### src/hw/rtl/wrapped_grid_interpolating_sampler_defines.svh
// Assertion shorthands shared by the sampler's RTL.
`ifndef WRAPPED_GRID_INTERPOLATING_SAMPLER_DEFINES_SVH
`define WRAPPED_GRID_INTERPOLATING_SAMPLER_DEFINES_SVH

// Same-cycle implication, checked outside reset.
`define WGIS_ASSERT_NOW(label, ante, cons, msg) \
  label: assert property (@(posedge clk) disable iff (!rst_n) (ante) |-> (cons)) \
    else $error(msg);

// Next-cycle implication, checked outside reset.
`define WGIS_ASSERT_NEXT(label, ante, cons, msg) \
  label: assert property (@(posedge clk) disable iff (!rst_n) (ante) |=> (cons)) \
    else $error(msg);

`endif

### src/hw/rtl/wgis_pkg.sv
package wgis_pkg;

  localparam int GRID_AW   = 6;            // log2 of the maximum grid side
  localparam int VAL_W     = 32;
  localparam int COORD_W   = 24;
  localparam int FRAC_W    = 8;
  localparam int INT_W     = COORD_W - FRAC_W;
  localparam int SIZE_W    = 7;
  localparam int MAX_SIDE  = 64;
  localparam int WQ_W      = 17;           // Q16 weight, 0..65536
  localparam int W8_W      = 8;            // corner weight in 1/255 units
  localparam int WSUM_W    = 10;
  localparam int ACC_W     = 43;
  localparam int DVD_W     = 44;
  localparam int STEP_W    = 4;

  localparam logic [1:0] MODE_LINEAR = 2'd1;
  localparam logic [1:0] MODE_COSINE = 2'd2;

  localparam logic [1:0] CFG_WIDTH  = 2'd0;
  localparam logic [1:0] CFG_HEIGHT = 2'd1;
  localparam logic [1:0] CFG_MODE   = 2'd2;

  localparam logic [STEP_W-1:0] LAST_WRAP = 4'd3;
  localparam logic [STEP_W-1:0] LAST_TRD  = 4'd1;
  localparam logic [STEP_W-1:0] LAST_WGT  = 4'd4;
  localparam logic [STEP_W-1:0] LAST_MAC  = 4'd5;
  localparam logic [STEP_W-1:0] LAST_DIV  = 4'd11;

  typedef enum logic [2:0] {
    S_IDLE, S_WRAP, S_TRD, S_WGT, S_MAC, S_DIV, S_FIN, S_DONE
  } state_t;

  typedef struct packed {
    logic              load;
    logic              wr;
    logic              mod_step;
    logic              rd_en;
    logic [1:0]        rd_sel;
    logic              trunc_fin;
    logic              wgt_step;
    logic              mac_step;
    logic              div_init;
    logic              div_step;
    logic              div_fin;
    logic              out_load;
    logic [STEP_W-1:0] step;
  } cmd_t;

  typedef struct packed {
    logic sample_op;
    logic interp;
    logic out_free;
  } sts_t;

  typedef logic [WQ_W-1:0] cos_tab_t [256];

  localparam logic [63:0] COS_C1  = 64'd1324675879;
  localparam logic [63:0] COS_C2  = 64'd272375577;
  localparam logic [63:0] COS_C3  = 64'd22401992;
  localparam logic [63:0] COS_C4  = 64'd987048;
  localparam logic [63:0] COS_C5  = 64'd27061;
  localparam logic [63:0] ONE_Q30 = 64'd1073741824;

  // Quarter cosine in Q16, indexed by the coordinate fraction.
  function automatic cos_tab_t build_cos_tab();
    cos_tab_t    t;
    logic [63:0] f16;
    logic [63:0] u;
    logic [63:0] p;
    for (int i = 0; i < 256; i++) begin
      f16  = 64'(i) << (16 - FRAC_W);
      u    = (f16 * f16) >> 2;
      p    = COS_C5;
      p    = COS_C4 - ((u * p) >> 30);
      p    = COS_C3 - ((u * p) >> 30);
      p    = COS_C2 - ((u * p) >> 30);
      p    = COS_C1 - ((u * p) >> 30);
      p    = ONE_Q30 - ((u * p) >> 30);
      t[i] = WQ_W'((p + 64'd8192) >> 14);
    end
    return t;
  endfunction

  localparam cos_tab_t COS_TAB = build_cos_tab();

endpackage

### src/hw/rtl/wgis_ctrl.sv
module wgis_ctrl (
  input  logic            clk,
  input  logic            rst_n,
  input  logic            in_valid,
  output logic            in_stall,
  input  wgis_pkg::sts_t  sts,
  output wgis_pkg::cmd_t  cmd
);
  import wgis_pkg::*;

  state_t            state_r, state_nxt;
  logic [STEP_W-1:0] step_r, step_nxt;

  always_ff @(posedge clk) begin
    if (!rst_n) begin
      state_r <= S_IDLE;
      step_r  <= '0;
    end else begin
      state_r <= state_nxt;
      step_r  <= step_nxt;
    end
  end

  // Next state
  always_comb begin
    state_nxt = state_r;
    step_nxt  = step_r + 4'd1;
    unique case (state_r)
      S_IDLE: begin
        step_nxt = '0;
        if (in_valid && sts.sample_op) state_nxt = S_WRAP;
      end
      S_WRAP: begin
        if (step_r == LAST_WRAP) begin
          step_nxt  = '0;
          state_nxt = sts.interp ? S_WGT : S_TRD;
        end
      end
      S_TRD: begin
        if (step_r == LAST_TRD) begin
          step_nxt  = '0;
          state_nxt = S_DONE;
        end
      end
      S_WGT: begin
        if (step_r == LAST_WGT) begin
          step_nxt  = '0;
          state_nxt = S_MAC;
        end
      end
      S_MAC: begin
        if (step_r == LAST_MAC) begin
          step_nxt  = '0;
          state_nxt = S_DIV;
        end
      end
      S_DIV: begin
        if (step_r == LAST_DIV) begin
          step_nxt  = '0;
          state_nxt = S_FIN;
        end
      end
      S_FIN: begin
        step_nxt  = '0;
        state_nxt = S_DONE;
      end
      S_DONE: begin
        step_nxt = '0;
        if (sts.out_free) state_nxt = S_IDLE;
      end
      default: begin
        step_nxt  = '0;
        state_nxt = S_IDLE;
      end
    endcase
  end

  // Outputs
  always_comb begin
    cmd      = '0;
    cmd.step = step_r;
    in_stall = (state_r != S_IDLE);
    unique case (state_r)
      S_IDLE: begin
        cmd.load = in_valid;
        cmd.wr   = in_valid && !sts.sample_op;
      end
      S_WRAP: cmd.mod_step = 1'b1;
      S_TRD: begin
        cmd.rd_en     = (step_r == '0);
        cmd.trunc_fin = (step_r == LAST_TRD);
      end
      S_WGT: cmd.wgt_step = 1'b1;
      S_MAC: begin
        cmd.mac_step = 1'b1;
        cmd.rd_en    = (step_r < 4'd4);
        cmd.rd_sel   = step_r[1:0];
      end
      S_DIV: begin
        cmd.div_init = (step_r == '0);
        cmd.div_step = (step_r != '0);
      end
      S_FIN:   cmd.div_fin  = 1'b1;
      S_DONE:  cmd.out_load = sts.out_free;
      default: cmd.load     = 1'b0;
    endcase
  end

endmodule

### config.mk
export PLATFORM = sky130hd
export DESIGN_NAME = wgis_ctrl
export DESIGN_NICKNAME = d
export VERILOG_FILES = /design/src/hw/rtl/wrapped_grid_interpolating_sampler_defines.svh /design/src/hw/rtl/wgis_pkg.sv /design/src/hw/rtl/wgis_ctrl.sv
export SDC_FILE = /design/constraint.sdc
export NUM_CORES = 1
export LEC_CHECK = 0
export ABC_AREA = 1
export BUFFER_PORTS_ARGS = -buffer_cell sky130_fd_sc_hd__buf_4
export CORE_AREA = 2 2 39 41
export DETAILED_ROUTE_END_ITERATION = 7
export DIE_AREA = 0 0 41 43
export GPL_TIMING_DRIVEN = 0
export PLACE_DENSITY_LB_ADDON = 0.05
export SETUP_SLACK_MARGIN = 0.5
export SLEW_MARGIN = 10
export SYNTH_ARGS = -nofsm -noshare
export SYNTH_HDL_FRONTEND = slang
export SYNTH_SLANG_ARGS = --single-unit
### constraint.sdc
create_clock -name clk -period 2.1 [get_ports clk]
set_input_delay 0.42 -clock clk [delete_from_list [all_inputs] [get_ports clk]]
set_output_delay 0.42 -clock clk [all_outputs]
set_load 0.01 [all_outputs]
==> summary.md, run 1 <==
| Metric | Value |
|---|---|
| Drt via density | 4.59 |
| Clock Pin Slew Worst Setup and Hold Paths | 0.05 ns |
| Starting density of the core | 41.2% |
| Maximum vdd drop | 0.749 mV |
| PwrDens | 1230 nW/um^2 |
| Multi-input logic area | 438 um^2 |
| Setup TNS | 0 ns |
| CP Capture Type | primary output |
| Post-DP HPWL | 977 um |
| Util after Layout | 70.7% |
| CP arrival | 1.20 ns |
| Synth Net Count | 102 |
| CP peak stage delay | 0.32 ns |
| Register area share after synthesis | 24.6% |
| Worst Setup EP | cmd[13] |
| Reg2Reg Depth | 10 |
| Via count | 670 |
| First-pass GRT wire length | 1.88 mm |
| H-tree Lvls | 1 |
| Setup Skew | 0.000931 ns |
| Setup violators final | 0 |
| Share of layout cells above drive strength 1 | 57.7% |
| Static Leak | 0.000490 uW |
| Final hold violation count | 0 |
| Worst slew pin tran | 0.213 ns |
| Global route overflow | 0 |
| Post-Synth Adder-Cell Area | 6.58% |
| Power, Total | 1200 uW |
| Die Wd | 41 um |
| First drt pass iteration count | 4 |
| Sink Count | 7 |
| Slew HR | 85.8% |
| Clock Latency Late Sink | 0.25 ns |
| Post-Syn Instances | 93 |
| WL/cell | 9.40 um |
| Fmax | 0.617 GHz |
| Full die area | 1760 um^2 |
| Worst Setup SP | state_r[1] |
| Non-filler cells, final | 146 |
| Core area | 1380 um^2 |
| Routability cong. | 0.713 |
| Syn. warnings | 0 |
| Crit path max fanout | 6 |
| Startpoint types | flip-flop |
| Row Count | 14 |
| Storage element area | 159 um^2 |
| Post-synthesis mux area share | 0% |
| FF-to-FF End | step_r[3] |
| # diodes | 0 |
| Maximum Capacitance Violations | 0 |
| Nets | 140 |
| Routed WL | 1.37 mm |
| I/O pins | 24 |
| Status | finished clean |
| Port Buffers | 23 |
| Antenna violations before repair | 0 |
| DRT iter0 DRCs | 13 |
| Setup CP Type | flip-flop to primary output |
| Chip Height | 43 um |
| Total GRT Usage | 15.2% |
| CTS buffer count | 3 |
| Final period utilization | 77.2% |
| Synth Cell Area | 571 um^2 |
| CTS Root Cell | clkbuf_4 |
| Post-Synth Simple-Gate Area | 45.6% |
| CTS tree | yes |
| Worst Path Required | 1.68 ns |
| Vias in the first global route | 518 |
| # placed instances | 132 |
| Post-synthesis register bit count | 7 |
| Worst hold start | rst_n |
| Synthesis-to-layout area growth | 71.5% |
| Synth cell types | 18 |
| CP cell instances | buf_8 > inv_4 > nand2_4 > nor2_4 > inv_2 > o22ai_1 > buf_4 |
| RSZ-0062 raised after global routing | yes |
| Main combinational cell family by area after synthesis | simple AND/OR/NAND/NOR gates |
| Post-synthesis share of cell area spent on xor and xnor gates | 3.07% |
| Fillers | 114 |
| Clock tree buffer depth | 2 |
| HP Class | input port to flip-flop |
| Antenna viol nets, final | 0 |
| Mapped Avg Cell Area | 6.13 um^2 |
| Complex-gate fraction of the synthesized area | 7.02% |
| Reg2reg start | state_r[1] |
| Slowest cell on crit path | dfxtp_2 |
| R2r setup slk | 0.72 ns |
| Largest net degree at the start of global routing | 8 |
| # DRC | 0 |
| Slew Limit Fails | 0 |
| Final min period | 1.62 ns |
[what timing repair did]
| action | 4_1_cts | 5_1_grt |
|---|---|---|
| endpoints found under the hold margin | 0 | 0 |
| pin swaps | 7 | 12 |
| gates resized for setup | 15 | 26 |
| endpoints found under the setup margin | 8 | 10 |
| buffers inserted | 6 | 4 |
| cloned | 0 | 0 |
| hold buffers | 0 | 0 |
[stage by stage]
| stage | hold WS [ns] | instance area (um^2) | worst slack, ns |
|---|---|---|---|
| 2_1_floorplan | 0.495 | 571 | 0.734 |
| 3_3_place_gp | 0.483 | 763 | 0.634 |
| 3_5_place_dp | 0.502 | 763 | 0.613 |
| 4_1_cts | 0.415 | 856 | 0.450 |
| 5_1_grt | 0.412 | 978 | 0.425 |
| 6_report | 0.423 | 978 | 0.479 |
[metal layers]
layer	part of all wire [%]	routed length, um	vias to the layer above	GRT usage [%]
li1	-	-	359	-
met1	45	614	297	21.4
met2	50	690	12	21.9
met3	3.8	52	2	1.57
met4	1.0	14	0	8.00
met5	0	0	-	0
[worst min path at each step]
stage,end,depth (start not counted)
global route,state_r[1],3
CTS,state_r[0],3
detailed placement,step_r[0],1
global placement,step_r[0],1
finish,state_r[0],3
floorplan,step_r[0],1
[final cells by class]
type / count / area share (%)
Tap cell: 16 / 2.05
Buffer: 1 / 1.53
Clock buffer: 4 / 2.69
Multi-Input combinational cell: 68 / 44.8
Sequential cell: 7 / 16.2
Timing Repair Buffer: 33 / 25.7
Inverter: 17 / 7.03
[cell usage in the layout, fill, tap and decap left out, types with 2 or more instances in the layout]
cell type   n
inv_2       6
nand2_4     4
buf_4      32
nor2_4      6
a21oi_1     4
clkbuf_4    3
inv_1       9
dfxtp_4     4
nand2_2     4
nand3_1     8
inv_4       2
nor3_2      2
nor2_1     12
nand2_1    16
dfxtp_2     3
nor2_2      4
[registers in the layout, indices dropped and copies added (netlist names)]
signal   cells
state_r      3
step_r       4
[synth_stat cells]
cell type,instances,area share [%]
a21oi_1,4,3.5
a21oi_2,1,1.5
buf_6,1,2.0
dfxtp_1,7,25
ha_1,3,6.6
inv_1,14,9.2
inv_2,3,2.0
nand2_1,20,13
nand2_2,4,4.4
nand3_1,8,7.0
nor2_1,17,11
nor2_2,2,2.2
nor2_4,3,5.9
nor3_1,2,1.8
o21ai_0,1,0.88
o22ai_1,1,1.1
xnor2_1,1,1.5
xor2_1,1,1.5
[cells by family after synthesis]
group           Yosys count
compound gates            7
xor+xnor                  2
fa+ha+maj                 3
buf+inv                  18
flops                     7
simple gates             56
[critical path: cells and delay by family, from the launching register on]
kind | cells | cell delay (ns)
and+or+nand+nor | 2 | 0.14
DFF | 1 | 0.32
buffers and inverters | 4 | 0.39
AOI/OAI and AO/OA | 1 | 0.11
[report_power, final]
part	leakage [uW]	total (uW)	switching, uW	internal [uW]
Clock	0.0000150	118	45.4	72.2
Combinational	0.000414	840	445	396
Sequential	0.0000614	241	55.6	186
Total	0.000490	1200	546	654
Note: power is estimated with default switching activity, not from simulation.
==> run 2, diff against run 1 <==
- ABC_AREA: 1 -> 0
- CORE_AREA: 2 2 39 41 -> default
- CORE_MARGIN: default -> 2
- CORE_UTILIZATION: default -> 41
- DIE_AREA: 0 0 41 43 -> default
- clock period: 2.1 -> 1.4 ns (I/O delays scaled with it)
==> summary.md, run 2 <==
| Metric | Value |
|---|---|
| Status | finished with violations |
| Violated checks | setup timing |
| R2r setup slk | -0.45 ns (-1.17 ns) |
| Core area | 1320 um^2 (-4.8%) |
| DRT iter0 DRCs | 50 (+37) |
| Synth Cell Area | 584 um^2 (+2.4%) |
| CTS Root Cell | clkbuf_4 |
| Share of layout cells above drive strength 1 | 74.8% (+17 points) |
| First-pass GRT wire length | 3.64 mm (+94%) |
| Largest regs | step_r: 4 flops, state_r: 3 flops |
| Startpoint types | flip-flop |
| Post-route setup slack | -0.489 ns (-0.968 ns) |
| CP cell instances | inv_4 > ha_4 > or4b_4 > nor3b_2 > buf_4 |
| Setup Skew | 0.00160 ns (+0.000670 ns) |
| Post-Syn Instances | 72 (-23%) |
| Antenna viol nets, final | 0 (unchanged) |
| Total GRT Usage | 27.9% (+13 points) |
| Clock Pin Slew Worst Setup and Hold Paths | 0.06 ns (about the same) |
| Synth Flop Type | dfxtp_1 |
| Post-DP HPWL | 1.21 mm (+24%) |
| Synth area leader | dfxtp_1 |
| Maximum vdd drop | 0.472 mV (-37%) |
| Synthesis-to-layout area growth | 121% |
| Slew Limit Fails | 0 (unchanged) |
| Synth top area cells | dfxtp_1 24%, ha_1 6.4%, buf_6 5.8% |
| Top delay family on crit path | simple AND/OR/NAND/NOR gates |
| Nets | 129 (-7.9%) |
| Syn. warnings | 0 (unchanged) |
| H-tree Lvls | 1 (unchanged) |
| Most frequent cells in the layout | 23 x buf_4, 21 x buf_6, 5 x dfxtp_4 |
| CP arrival | 1.61 ns (+0.41 ns) |
| Die Wd | 41.8 um (+1.8%) |
| Sink Count | 7 (unchanged) |
| Slowest cell on crit path | or4b_4 |
| Top-area cell type share of the netlist area | 24.0% (-0.58 points) |
| Full die area | 1740 um^2 (-1.1%) |
| WP buf/inv | 2 (-2) |
| Setup violators final | 21 (+21) |
| Synth Net Count | 81 (-21%) |
| Multi-input logic area | 606 um^2 (+38%) |
| CTS tree | yes |
| Routed WL | 3.22 mm (+130%) |
| Antenna violations before repair | 0 (unchanged) |
| Number of hold buffers added after cts | 0 (unchanged) |
| Starting density of the core | 44.3% (+3.1 points) |
| Vias in the first global route | 734 (+42%) |
| Static Leak | 0.000534 uW (+9.0%) |
| Register area share after synthesis | 24.0% (-0.58 points) |
| CP peak stage delay | 0.48 ns (+0.16 ns) |
| HP Class | input port to flip-flop |
| Final period utilization | 135% |
| # diodes | 0 (unchanged) |
| Global route overflow | 0 (unchanged) |
| # DRC | 0 (unchanged) |
| Synth cell types | 33 (+15) |
| Max reg flops | 4 (unchanged) |
| Commonest non-fill, non-tap cell in the layout | buf_4 |
| Storage element area | 161 um^2 (+1.6%) |
| Clock tree buffer depth | 2 (unchanged) |
| First drt pass iteration count | 4 (unchanged) |
| Most flops, register | step_r |
| Crit path max fanout | 3 (-3) |
| Mapped Avg Cell Area | 8.12 um^2 (+32%) |
| Port Buffers | 23 (unchanged) |
| EDFF count, synth | 0 (unchanged) |
| PwrDens | 454 nW/um^2 (-63%) |
| Worst Path Required | 1.12 ns (-0.56 ns) |
| Row Count | 13 (-1) |
| Final hold violation count | 0 (unchanged) |
| Setup CP Type | flip-flop to primary output |
| I/O pins | 24 (unchanged) |
| Drt via density | 6.38 (+39%) |
| Maximum Capacitance Violations | 0 (unchanged) |
| Worst slew pin tran | 0.610 ns (+0.397 ns) |
| Routability cong. | 0.755 (+6.0%) |
| Util after Layout | 98.1% (+27 points) |
| Post-synthesis register bit count | 7 (unchanged) |
| Via count | 855 (+28%) |
| Chip Height | 41.8 um (-2.9%) |
| DP Worst Slack | -0.303 ns (-0.916 ns) |
| Synth async-reset ratio | 0% (unchanged) |
| Largest net degree at the start of global routing | 11 (+3) |
| Most frequent cells after synthesis | 7 x dfxtp_1, 7 x nor2_1, 6 x nand2_1 |
| Final min period | 1.89 ns |
| WL/cell | 24.0 um (+160%) |
| Slew HR | 58.9% (-27 points) |
| RSZ-0062 raised after global routing | yes |
| CP Capture Type | primary output |
| Clock Latency Late Sink | 0.28 ns (+0.03 ns) |
| Fillers | 15 (-87%) |
| CTS buffer count | 3 (unchanged) |
| Fmax | 0.529 GHz |
==> run 2: cell count changes after synthesis, moves of 4 or more <==
cell	change
and2_1	+4
inv_1	-9
nand2_2	-4
nand3_1	-6
nand2_1	-14
nor3b_1	+4
nor2_1	-10
==> run 2: timing repair <==
action	4_1_cts	5_1_grt
pin swaps	11	11
setup buffers	14	6
setup endpoints to repair	25	25
resized for setup	29	17
==> run 2: worst paths after layout <==
kind / cells past startpoint / start / end
min: 3 / rst_n / step_r[1]
max: 5 / step_r[1] / cmd[10]
max reg2reg: 7 / step_r[0] / step_r[3]
min reg2reg: 2 / step_r[0] / step_r[0]
==> run 2: cell type report <==
cell class / instances / area share [%]
multi-input combinational: 56 / 46.9
timing repair buffer: 43 / 31.1
sequential: 7 / 12.5
buffer: 4 / 4.45
clock buffer: 4 / 2.03
inverter: 5 / 1.65
tap: 15 / 1.45
==> run 2: cells by family after synthesis <==
logic type / after synthesis / synth area share [%]
and+or+nand+nor: 39 / 40.9
AOI/OAI and AO/OA: 11 / 14.1
buffers and inverters: 9 / 9.85
DFF: 7 / 24.0
adders and majority gates: 3 / 6.42
xor gates and xnor gates: 2 / 3.00
muxes: 1 / 1.71
==> run 2: metrics by stage <==
stage / area [um^2] / TNS [ns] / hold WS (ns) / std cells / total power, uW
after floorplan: 741 / -1.34 / 0.397 / 72 / 271
after global placement: 932 / -1.75 / 0.462 / 110 / 308
after detailed placement: 932 / -1.89 / 0.469 / 110 / 310
after CTS: 1170 / -3.82 / 0.294 / 128 / 529
after global routing: 1290 / -6.93 / 0.299 / 134 / 599
final: 1290 / -6.25 / 0.304 / 134 / 587
==> run 2: metal layers <==
layer,vias to the layer above,share of wire (%),GRT usage (%)
met1,410,35,32.1
met2,71,48,50.6
met4,0,6.9,7.74
met3,26,9.5,6.52
li1,348,-,-
met5,-,0,0
==> run 2: report_power, final <==
| group | total (uW) | switching (uW) | internal, uW |
|---|---|---|---|
| Combinational | 167 | 74.6 | 92.7 |
| Sequential | 204 | 7.28 | 196 |
| Clock | 216 | 105 | 111 |
| Total | 587 | 187 | 400 |
==> run 2: worst reg2reg max path, cell delays in order, from the launching register on <==
cell	delay, ns
dfxtp_4	0.36
buf_4	0.16
inv_1	0.08
ha_2	0.23
nand4b_1	0.21
and3_4	0.29
o31ai_4	0.31
nor2_1	0.09
==> run 3, diff against run 2 <==
- clock period: 1.4 -> 1.73 ns (I/O delays scaled with it)
==> summary.md, run 3 (same netlist as run 2, synthesis figures left out) <==
| Metric | Value |
|---|---|
| Largest regs | step_r: 4 flops, state_r: 3 flops |
| # diodes | 0 (unchanged) |
| CP arrival | 1.63 ns (+0.02 ns) |
| Global route overflow | 0 (unchanged) |
| Routed WL | 3.38 mm (+4.8%) |
| Slowest cell on crit path | or4b_4 |
| CTS buffer count | 3 (unchanged) |
| Sink Count | 7 (unchanged) |
| Number of hold buffers added after cts | 0 (unchanged) |
| First drt pass iteration count | 4 (unchanged) |
| Die Wd | 41.8 um (unchanged) |
| Setup Skew | 0.0141 ns (+0.0125 ns) |
| Most frequent cells in the layout | 24 x buf_6, 23 x buf_4, 4 x nor2_1, 4 x nand2_1, 4 x dfxtp_2 |
| Setup violators final | 9 (-57%) |
| Max reg flops | 4 (unchanged) |
| Row Count | 13 (unchanged) |
| CTS tree | yes |
| Slew Limit Fails | 0 (unchanged) |
| Crit path max fanout | 2 (-1) |
| Commonest non-fill, non-tap cell in the layout | buf_6 |
| Core area | 1320 um^2 (unchanged) |
| Final min period | 1.97 ns |
| Routability cong. | 0.739 (-2.1%) |
| PwrDens | 366 nW/um^2 (-19%) |
| Final hold violation count | 0 (unchanged) |
| Clock Power Share | 34.7% (-2.1 points) |
| Antenna violations before repair | 0 (unchanged) |
| Full die area | 1740 um^2 (unchanged) |
| Sw power | 139 uW (-26%) |
| Post-route setup slack | -0.243 ns (+0.246 ns) |
| Sw Share | 30.1% (-1.8 points) |
| Maximum vdd drop | 0.607 mV (+29%) |
| Violated checks | setup timing |
| Status | finished with violations |
| CP cell instances | inv_4 > ha_4 > or4b_4 > nor3b_2 > buf_4 |
| Final period utilization | 114% |
| Via count | 849 (-0.70%) |
| Top delay family on crit path | simple AND/OR/NAND/NOR gates |
| Largest net degree at the start of global routing | 11 (unchanged) |
| DP Worst Slack | 0.0244 ns (+0.327 ns) |
| Vias in the first global route | 788 (+7.4%) |
| Chip Height | 41.8 um (unchanged) |
| Nets | 129 (unchanged) |
| Port Buffers | 23 (unchanged) |
| I/O pins | 24 (unchanged) |
| Clock tree buffer depth | 2 (unchanged) |
| Share of layout cells above drive strength 1 | 76.5% (+1.7 points) |
| CTS Root Cell | clkbuf_4 |
| # DRC | 0 (unchanged) |
| Post-DP HPWL | 1.12 mm (-7.5%) |
| Seq pwr share | 36.1% (+1.4 points) |
| First-pass GRT wire length | 3.69 mm (+1.3%) |
| WP buf/inv | 2 (unchanged) |
| Gate power share | 29.1% (+0.6 points) |
| Worst slew pin tran | 0.725 ns (+0.115 ns) |
| WL/cell | 25.2 um (+4.8%) |
| CP peak stage delay | 0.48 ns (about the same) |
| Static Leak | 0.000516 uW (-3.4%) |
| Total GRT Usage | 27.7% (-0.18 points) |
| Setup CP Type | flip-flop to primary output |
| Worst Path Required | 1.38 ns (+0.26 ns) |
| Most flops, register | step_r |
| Startpoint types | flip-flop |
| Antenna viol nets, final | 0 (unchanged) |
| Synthesis-to-layout area growth | 116% |
| Clock Pin Slew Worst Setup and Hold Paths | 0.06 ns (about the same) |
| Pint | 323 uW (-19%) |
| H-tree Lvls | 1 (unchanged) |
| Fmax | 0.507 GHz |
| Clock Latency Late Sink | 0.27 ns (about the same) |
| Maximum Capacitance Violations | 0 (unchanged) |
| HP Class | input port to flip-flop |
| Final hold slack | 0.374 ns (+0.0697 ns) |
| Slew HR | 51.1% (-7.8 points) |
| Drt via density | 6.34 (-0.70%) |
| CP Capture Type | primary output |
| RSZ-0062 raised after global routing | yes |
| Starting density of the core | 44.3% (unchanged) |
| DRT iter0 DRCs | 16 (-68%) |
run 3: changes by cell type in the layout (fill, tap and decap cells not counted), moves of 2 or more:
cell,delta
buf_6,+3
buf_8,-2
dfxtp_2,+2
dfxtp_4,-2
run 3: repair_timing:
item / 4_1_cts / 5_1_grt
endpoints found under the setup margin: 22 / 22
resized for setup: 45 / 14
buffers inserted: 14 / 6
endpoints found under the hold margin: 0 / 0
pin swaps: 11 / 9
run 3: layout make-up:
cell class / count / area, um^2
multi-input combinational: 56 / 594
timing repair buffer: 43 / 398
sequential: 7 / 156
fill: 30 / 55.1
buffer: 4 / 45.0
clock buffer: 4 / 26.3
inverter: 5 / 23.8
tap: 15 / 18.8
run 3: routing by layer:
metal	track usage [%]	up-vias	routed length (um)
met4	15.5	0	177
met3	3.91	22	250
met1	31.3	404	1200
met5	0	-	0
li1	-	352	-
met2	49.1	71	1750
run 3: final timing paths:
| kind | end | cells past startpoint | startpoint | slack, ns |
|---|---|---|---|---|
| worst max-delay path | cmd[10] | 5 | step_r[1] | -0.24 |
| worst min-delay path | state_r[0] | 3 | rst_n | 0.37 |
| worst max register to register | step_r[0] | 7 | step_r[1] | -0.22 |
| worst min register to register | step_r[0] | 2 | step_r[0] | 0.62 |
run 3: worst min-delay path, cell delays in order:
cell,delay [ns]
buf_4,0.14
nand2_1,0.07
nor3_2,0.04
run 3: through the flow:
step,area [um^2],utilization (%),TNS (ns),total power [uW],std cells
floorplan,673,-,0,210,72
global placement,865,65.6,0,238,110
detailed placement,865,65.6,0,240,110
CTS,1150,87.1,-0.467,423,128
global route,1260,95.8,-1.82,470,134
finish,1260,95.8,-1.47,462,134
run 3: power groups by stage:
stage          registers [uW]  clock network, uW  logic (uW)
3_3_place_gp              171                  0        67.7
5_1_grt                   167                165         138
3_5_place_dp              171                  0        69.0
2_1_floorplan             171                  0        39.1
4_1_cts                   167                156         100
6_report                  167                161         135
